File: src/sv/sha256_pkg.sv
// ----------------------------------------------------------------------------
// SHA-256 package
// Shared types, round constants, initial hash values and sigma functions
// used by the block compressor and its submodules.
// ----------------------------------------------------------------------------
package sha256_pkg;

	localparam int WordW      = 32;
	localparam int HashWords  = 8;
	localparam int BlockWords = 16;
	localparam int RoundCount = 64;

	typedef logic [WordW-1:0] word_t;
	typedef logic [HashWords-1:0][WordW-1:0] hash_t;

	// one incoming message word and its block flags
	typedef struct packed {
		logic [31:0] message_word;
		logic        first_block;
		logic        last_block;
	} msg_t;

	// one outgoing digest word
	typedef struct packed {
		logic [31:0] digest_word;
		logic [2:0]  digest_index;
		logic        digest_last;
	} digest_t;

	// sequencer controls to the schedule window
	typedef struct packed {
		logic shift_in;
		logic step;
	} sched_ctl_t;

	// sequencer controls to the round unit
	typedef struct packed {
		logic load;
		logic step;
	} round_ctl_t;

	function automatic word_t rotr(word_t x, int unsigned n);
		return (x >> n) | (x << (WordW - n));
	endfunction

	function automatic word_t small_s0(word_t x);
		return rotr(x, 7) ^ rotr(x, 18) ^ (x >> 3);
	endfunction

	function automatic word_t small_s1(word_t x);
		return rotr(x, 17) ^ rotr(x, 19) ^ (x >> 10);
	endfunction

	function automatic word_t big_s0(word_t x);
		return rotr(x, 2) ^ rotr(x, 13) ^ rotr(x, 22);
	endfunction

	function automatic word_t big_s1(word_t x);
		return rotr(x, 6) ^ rotr(x, 11) ^ rotr(x, 25);
	endfunction

	// standard initial hash values
	function automatic word_t iv_word(logic [2:0] idx);
		word_t r;
		unique case (idx)
			3'd0: r = 32'h6a09e667;
			3'd1: r = 32'hbb67ae85;
			3'd2: r = 32'h3c6ef372;
			3'd3: r = 32'ha54ff53a;
			3'd4: r = 32'h510e527f;
			3'd5: r = 32'h9b05688c;
			3'd6: r = 32'h1f83d9ab;
			3'd7: r = 32'h5be0cd19;
			default: r = 32'h6a09e667;
		endcase
		return r;
	endfunction

	function automatic hash_t iv_hash();
		hash_t h;
		for (int i = 0; i < HashWords; i++) begin
			h[i] = iv_word(3'(i));
		end
		return h;
	endfunction

	// round constants
	function automatic word_t k_word(logic [5:0] idx);
		word_t r;
		unique case (idx)
			6'd0:  r = 32'h428a2f98; 6'd1:  r = 32'h71374491;
			6'd2:  r = 32'hb5c0fbcf; 6'd3:  r = 32'he9b5dba5;
			6'd4:  r = 32'h3956c25b; 6'd5:  r = 32'h59f111f1;
			6'd6:  r = 32'h923f82a4; 6'd7:  r = 32'hab1c5ed5;
			6'd8:  r = 32'hd807aa98; 6'd9:  r = 32'h12835b01;
			6'd10: r = 32'h243185be; 6'd11: r = 32'h550c7dc3;
			6'd12: r = 32'h72be5d74; 6'd13: r = 32'h80deb1fe;
			6'd14: r = 32'h9bdc06a7; 6'd15: r = 32'hc19bf174;
			6'd16: r = 32'he49b69c1; 6'd17: r = 32'hefbe4786;
			6'd18: r = 32'h0fc19dc6; 6'd19: r = 32'h240ca1cc;
			6'd20: r = 32'h2de92c6f; 6'd21: r = 32'h4a7484aa;
			6'd22: r = 32'h5cb0a9dc; 6'd23: r = 32'h76f988da;
			6'd24: r = 32'h983e5152; 6'd25: r = 32'ha831c66d;
			6'd26: r = 32'hb00327c8; 6'd27: r = 32'hbf597fc7;
			6'd28: r = 32'hc6e00bf3; 6'd29: r = 32'hd5a79147;
			6'd30: r = 32'h06ca6351; 6'd31: r = 32'h14292967;
			6'd32: r = 32'h27b70a85; 6'd33: r = 32'h2e1b2138;
			6'd34: r = 32'h4d2c6dfc; 6'd35: r = 32'h53380d13;
			6'd36: r = 32'h650a7354; 6'd37: r = 32'h766a0abb;
			6'd38: r = 32'h81c2c92e; 6'd39: r = 32'h92722c85;
			6'd40: r = 32'ha2bfe8a1; 6'd41: r = 32'ha81a664b;
			6'd42: r = 32'hc24b8b70; 6'd43: r = 32'hc76c51a3;
			6'd44: r = 32'hd192e819; 6'd45: r = 32'hd6990624;
			6'd46: r = 32'hf40e3585; 6'd47: r = 32'h106aa070;
			6'd48: r = 32'h19a4c116; 6'd49: r = 32'h1e376c08;
			6'd50: r = 32'h2748774c; 6'd51: r = 32'h34b0bcb5;
			6'd52: r = 32'h391c0cb3; 6'd53: r = 32'h4ed8aa4a;
			6'd54: r = 32'h5b9cca4f; 6'd55: r = 32'h682e6ff3;
			6'd56: r = 32'h748f82ee; 6'd57: r = 32'h78a5636f;
			6'd58: r = 32'h84c87814; 6'd59: r = 32'h8cc70208;
			6'd60: r = 32'h90befffa; 6'd61: r = 32'ha4506ceb;
			6'd62: r = 32'hbef9a3f7; 6'd63: r = 32'hc67178f2;
			default: r = 32'h428a2f98;
		endcase
		return r;
	endfunction

endpackage

File: src/sv/sha256_sched.sv
// ----------------------------------------------------------------------------
// SHA-256 message schedule window
// Sixteen-word shift line. Block words shift in one per write; during the
// rounds the oldest word is W(t) and the next schedule word shifts in.
// ----------------------------------------------------------------------------
module sha256_sched
	import sha256_pkg::*;
(
	input  logic       clk,
	input  sched_ctl_t ctl,
	input  word_t      msg_word,
	output word_t      wt
);

	word_t w_q [BlockWords];
	word_t w_next;

	// W(t+16) from the window taps
	always_comb begin
		w_next = small_s1(w_q[14]) + w_q[9] + small_s0(w_q[1]) + w_q[0];
	end

	assign wt = w_q[0];

	// window contents are undefined until the block is loaded
	always_ff @(posedge clk) begin
		if (ctl.shift_in || ctl.step) begin
			for (int i = 0; i < BlockWords - 1; i++) begin
				w_q[i] <= w_q[i+1];
			end
			w_q[BlockWords-1] <= ctl.shift_in ? msg_word : w_next;
		end
	end

endmodule

File: src/sv/sha256_round.sv
// ----------------------------------------------------------------------------
// SHA-256 round unit
// Holds working variables a..h and applies one compression round per step.
// ----------------------------------------------------------------------------
module sha256_round
	import sha256_pkg::*;
(
	input  logic       clk,
	input  logic       arst_n,
	input  round_ctl_t ctl,
	input  hash_t      init,
	input  word_t      wt,
	input  word_t      kt,
	output hash_t      vars
);

	hash_t v_q;
	word_t t1;
	word_t t2;
	word_t ch;
	word_t maj;

	// round function
	always_comb begin
		ch  = (v_q[4] & v_q[5]) ^ (~v_q[4] & v_q[6]);
		maj = (v_q[0] & v_q[1]) ^ (v_q[0] & v_q[2]) ^ (v_q[1] & v_q[2]);
		t1  = v_q[7] + big_s1(v_q[4]) + ch + kt + wt;
		t2  = big_s0(v_q[0]) + maj;
	end

	assign vars = v_q;

	always_ff @(posedge clk or negedge arst_n) begin
		if (!arst_n) begin
			v_q <= '0;
		end else if (ctl.load) begin
			v_q <= init;
		end else if (ctl.step) begin
			v_q[7] <= v_q[6];
			v_q[6] <= v_q[5];
			v_q[5] <= v_q[4];
			v_q[4] <= v_q[3] + t1;
			v_q[3] <= v_q[2];
			v_q[2] <= v_q[1];
			v_q[1] <= v_q[0];
			v_q[0] <= t1 + t2;
		end
	end

endmodule

File: src/sv/sha256_block_compressor_core.sv
// ----------------------------------------------------------------------------
// SHA-256 block compressor core
// Compresses padded 512-bit blocks, written as sixteen 32-bit words, into
// the chaining hash and emits the eight-word digest after the last block.
// ----------------------------------------------------------------------------
// Usage: write one word per cycle with start while busy is low. Words 0 to
// 14 of a block are taken back to back. The sixteenth word starts the
// compression: busy stays high through the 64 rounds in the single round
// unit and the add into the chaining hash, and through the emit of the
// eight digest words when the block is flagged last. Each digest word
// shows in the cycle after its emit step: they come out one per cycle on
// result with strobe high, word 0 first, and the eighth shows in the first
// cycle with busy low. first_block and last_block are sampled on the
// sixteenth word only. The receiver must take each digest word in the
// cycle strobe is high; there is no hold-off.
// After the digest the chaining hash returns to the initial values.
// ----------------------------------------------------------------------------
module sha256_block_compressor_core
	import sha256_pkg::*;
(
	input  logic    clk,
	input  logic    arst_n,
	input  logic    start,
	input  msg_t    msg,
	output logic    busy,
	output logic    strobe,
	output digest_t result
);

	typedef enum logic [1:0] {
		S_IDLE,
		S_ROUND,
		S_ADD,
		S_EMIT
	} state_t;

	state_t     state_q;
	logic [5:0] cnt_q;
	logic [3:0] wcnt_q;
	logic       last_q;
	hash_t      h_q;
	logic       strobe_q;
	digest_t    result_q;

	logic       accept;
	logic       blk_done;
	hash_t      h_start;
	hash_t      vars;
	word_t      wt;
	sched_ctl_t sched_ctl;
	round_ctl_t round_ctl;

	// handshake and sequencer controls
	assign busy     = (state_q != S_IDLE);
	assign accept   = start && !busy;
	assign blk_done = accept && (wcnt_q == 4'(BlockWords - 1));
	assign h_start  = msg.first_block ? iv_hash() : h_q;

	assign sched_ctl.shift_in = accept;
	assign sched_ctl.step     = (state_q == S_ROUND);
	assign round_ctl.load     = blk_done;
	assign round_ctl.step     = (state_q == S_ROUND);

	sha256_sched u_sched (
		.clk      (clk),
		.ctl      (sched_ctl),
		.msg_word (msg.message_word),
		.wt       (wt)
	);

	sha256_round u_round (
		.clk    (clk),
		.arst_n (arst_n),
		.ctl    (round_ctl),
		.init   (h_start),
		.wt     (wt),
		.kt     (k_word(cnt_q)),
		.vars   (vars)
	);

	// sequencer, chaining hash and digest output
	always_ff @(posedge clk or negedge arst_n) begin
		if (!arst_n) begin
			state_q  <= S_IDLE;
			cnt_q    <= '0;
			wcnt_q   <= '0;
			last_q   <= 1'b0;
			h_q      <= iv_hash();
			strobe_q <= 1'b0;
			result_q <= '0;
		end else begin
			strobe_q <= 1'b0;
			unique case (state_q)
				S_IDLE: begin
					if (accept) begin
						wcnt_q <= wcnt_q + 4'd1;
					end
					if (blk_done) begin
						h_q     <= h_start;
						last_q  <= msg.last_block;
						cnt_q   <= '0;
						state_q <= S_ROUND;
					end
				end
				S_ROUND: begin
					cnt_q <= cnt_q + 6'd1;
					if (cnt_q == 6'(RoundCount - 1)) begin
						state_q <= S_ADD;
					end
				end
				S_ADD: begin
					for (int i = 0; i < HashWords; i++) begin
						h_q[i] <= h_q[i] + vars[i];
					end
					cnt_q   <= '0;
					state_q <= last_q ? S_EMIT : S_IDLE;
				end
				S_EMIT: begin
					strobe_q              <= 1'b1;
					result_q.digest_word  <= h_q[cnt_q[2:0]];
					result_q.digest_index <= cnt_q[2:0];
					result_q.digest_last  <= (cnt_q[2:0] == 3'(HashWords - 1));
					cnt_q                 <= cnt_q + 6'd1;
					if (cnt_q[2:0] == 3'(HashWords - 1)) begin
						h_q     <= iv_hash();
						state_q <= S_IDLE;
					end
				end
				default: state_q <= S_IDLE;
			endcase
		end
	end

	assign strobe = strobe_q;
	assign result = result_q;

	// checks
	a_strobe_after_busy: assert property (@(posedge clk) disable iff (!arst_n)
		strobe |-> $past(busy))
		else $error("digest word without preceding busy");

	a_last_index: assert property (@(posedge clk) disable iff (!arst_n)
		(strobe && result.digest_last) |-> (result.digest_index == 3'(HashWords - 1)))
		else $error("digest_last on wrong index");

	a_round_end: assert property (@(posedge clk) disable iff (!arst_n)
		(state_q == S_ROUND && cnt_q == 6'(RoundCount - 1)) |=> (state_q == S_ADD))
		else $error("round count overrun");

	a_wcnt_hold: assert property (@(posedge clk) disable iff (!arst_n)
		busy |=> $stable(wcnt_q))
		else $error("word count moved while busy");

endmodule

File: config.mk
export PLATFORM = sky130hd
export DESIGN_NAME = sha256_block_compressor_core
export DESIGN_NICKNAME = d
export VERILOG_FILES = /design/src/sv/sha256_pkg.sv /design/src/sv/sha256_sched.sv /design/src/sv/sha256_round.sv /design/src/sv/sha256_block_compressor_core.sv
export SDC_FILE = /design/constraint.sdc
export NUM_CORES = 2
export LEC_CHECK = 0
export BUFFER_PORTS_ARGS = -buffer_cell sky130_fd_sc_hd__buf_2
export CORE_AREA = 10 10 575 295
export DETAILED_ROUTE_END_ITERATION = 7
export DIE_AREA = 0 0 585 305
export PLACE_DENSITY = 0.66
export SLEW_MARGIN = 20
export SYNTH_ARGS = -nofsm -noshare
export SYNTH_HDL_FRONTEND = slang
export SYNTH_HIERARCHICAL = 1
export SYNTH_SLANG_ARGS = --single-unit
File: constraint.sdc
create_clock -name clk -period 10.2 [get_ports clk]
set_input_delay 1.02 -clock clk [delete_from_list [all_inputs] [get_ports clk]]
set_output_delay 1.02 -clock clk [all_outputs]
set_load 0.05 [all_outputs]
==> qor.yml <==
syn_avg_cell_area_um2: 10.0
ios: 75
cts_hold_buffers: 0
post_cts_resized: 0
syn_area_um2: 71500
rsz0062_at_grt: "no"
ys.flop_type: "edfxtp_1"
nFillCells: 14600
die_area_um2: 178000
critPathKind: "reg2reg"
path_common_cell: "inv_1"
yosys.area_share.simple_pct: 11.4
fin_tns_setup_ns: 0
slowest_stage: "fa_1"
track_usage_pct: 29.1
met2_wirelength_um: 87800
synth_fp_nets: 7767
design.core.area_um2: 160000
setup_viol_count_final: 0
clock_sinks: 1074
yosysUniqueCellTypes: 115
setup.worst_path.start_class: "register"
syn2layout_area_growth_pct: 8.45
max_stage_delay_ns: 0.57
rr_worst_depth: 33
synth_warnings: 6
synth_top_cell_area_share_pct: 21.5
synth_compound_area_share_pct: 16.8
highest_layer: "met5"
via_per_inst: 6.12
slew_headroom_pct: 17.8
yosysTopAreaCell: "edfxtp_1"
arrival_ns: 10.41
finalClockSkew_ns: 0.0510
drc: 0
wl_um: 270000
h-tree-depth: 3
path_max_fanout: 9
path_clk_slew_ns: 0.07
clock.fmax_ghz: 0.102
clock_path_buffers: 3
maxSlewViolCount: 0
avgRoutedWirePerCell_um: 29.2
drive_above_1_share_pct: 11.5
drt-initial-drc-count: 8314
num_rows: 104
regArea_um2: 29600
grt_max_degree: 210
dieWidth_um: 585
synth_edf_count: 512
layout_worst_path_cycle_share_pct: 96.0
synth_fa_ha_area_share_pct: 12.3
hold_class: "in2async"
min_period_ns: 9.79
synth_top_family_by_area: "compound AO/OA/AOI/OAI gates"
dieHeight_um: 305
synthMuxAreaShare_pct: 6.12
gp_congestion: 1.01
multi_input_area_um2: 38500
syn_inst: 7144
wl_met3_um: 43300
rr_endpoint: "u_round/vars[31]"
first_pass_iters: 6
r2r_slack_ns: 0.41
nNetsFinal: 7664
cts_tree: "yes"
synth_xor_area_share_pct: 7.06
async_flop_share_pct: 52.3
cap_viol_max_count: 0
grt_pass1_vias: 50900
gr-total-overflow: 0
r2r_start: "cnt_q[0]"
postCtsSetupRepairBufs: 0
worst_slack_ns: 0.412
netlist_top_cells_area: "edfxtp_1 22%, dfrtp_1 15%, ha_1 6.8%, fa_1 5.5%, dfstp_2 5.0%"
outcome: "complete, no violations"
end_kind: "register"
ys_seq_area_share_pct: 41.4
postRouteAntennaNets: 0
io_buffer_count: 74
dp_hpwl_um: 205000
critical_path_required_ns: 10.82
antenna_found_initial: 21
vias: 56700
clk_root_buffer_cell: "clkbuf_16"
clk_latency_ns: 0.74
preCtsSetupSlack_ns: 0.884
grt_pass1_wl_um: 383000
initial_core_util_pct: 44.7
timing.hold.ws_ns: 0.290
cts_buffers: 102
drt-met1-wl_um: 136000
synth_seq_cells: 1074
hold_viol_final: 0
worst_pin_slew_ns: 1.23
worst max-delay path, delay by kind of cell (launching register included):
| kind | cells | cell delay [ns] |
|---|---|---|
| AO/OA/AOI/OAI | 16 | 4.20 |
| adder cells (fa/ha/maj) | 6 | 2.83 |
| buffers and inverters | 6 | 0.98 |
| AND/OR/NAND/NOR | 3 | 0.79 |
| flip-flops | 1 | 0.44 |
| XOR/XNOR | 2 | 0.41 |
state kept, by name (all words and copies together) (netlist names):
name and cells:
cnt_q 6, state_q 2, h_q 256, u_sched/w_q 512, strobe 1, result 36
wcnt_q 4, u_round/vars 256, last_q 1
cell usage after synthesis, types with 12 or more instances:
master,n
nand2_1,662
o21ai_0,619
a21oi_1,512
edfxtp_1,512
inv_1,466
dfrtp_1,426
nor2_1,395
ha_1,391
xnor2_1,351
clkbuf_1,317
mux2i_1,254
xor2_1,223
fa_1,195
a21o_1,176
nor2b_1,175
or2_2,152
dfstp_2,136
a31oi_1,83
a211oi_1,74
nand3_1,72
mux4_2,69
nor3_1,63
o21bai_1,58
o21a_1,57
nand2b_1,55
buf_1,50
o21ai_1,47
nand4_1,38
buf_4,33
o211ai_1,33
and3_1,32
o31ai_1,31
mux2_2,25
o22ai_1,21
o22a_1,20
nor3b_1,18
a22o_1,16
and2_1,15
or3_1,15
a211o_1,13
a221oi_1,12
how the worst max path moves through the flow:
stage / start / end
3_5_place_dp: cnt_q[0] / u_round/vars[31]
6_report: cnt_q[0] / u_round/vars[31]
3_3_place_gp: cnt_q[0] / u_round/vars[31]
4_1_cts: cnt_q[0] / u_round/vars[31]
2_1_floorplan: start / u_sched/w_q[0][0]
5_1_grt: cnt_q[0] / u_round/vars[31]
placed cells by master, fill, tap and decap left out, types with 48 or more instances in the layout:
cell / n
mux4_2: 69
dfrtp_1: 421
edfxtp_1: 512
nand2b_1: 54
inv_1: 464
xnor2_1: 351
o21a_1: 57
xor2_1: 223
nor2b_1: 174
a21o_1: 176
dfstp_2: 136
a31oi_1: 82
nor2_1: 392
fa_1: 195
nand3_1: 72
buf_4: 120
ha_1: 391
nand2_1: 662
o21ai_1: 48
o21bai_1: 58
a211oi_1: 74
buf_2: 72
a21oi_1: 512
clkbuf_16: 103
nor3_1: 63
mux2i_1: 254
or2_2: 150
o21ai_0: 618
metrics by stage:
step                cell area, um^2  util (%)  std cells
floorplan                     71500         -       7144
global placement              74000      46.3       9057
detailed placement            74000      46.3       9057
CTS                           77500      48.5       9249
global route                  77500      48.5       9249
finish                        77500      48.5       9256
area by class of cell:
type	instances	area share (%)
Multi-Input combinational cell	5190	49.6
Clock inverter	51	0.822
Sequential cell	1074	38.2
Clock buffer	141	3.70
Antenna cell	7	0.0226
Tap cell	2120	3.42
Timing Repair Buffer	204	1.92
Inverter	469	2.27
kinds of logic after synthesis:
| family | Yosys count |
|---|---|
| AO/OA/AOI/OAI | 1941 |
| AND/OR/NAND/NOR | 1737 |
| flip-flops | 1074 |
| buffers and inverters | 880 |
| adder cells (fa/ha/maj) | 589 |
| XOR/XNOR | 575 |
| multiplexers | 348 |
layer usage:
layer / up-vias / global-route usage [%]
li1: 24900 / -
met1: 28400 / 49.4
met2: 3124 / 31.6
met3: 252 / 14.0
met4: 8 / 3.42
met5: - / 0
Power is left out: the tool's default activity adds up to more than one toggle a clock period on the data nets, which glitch-free logic cannot reach.
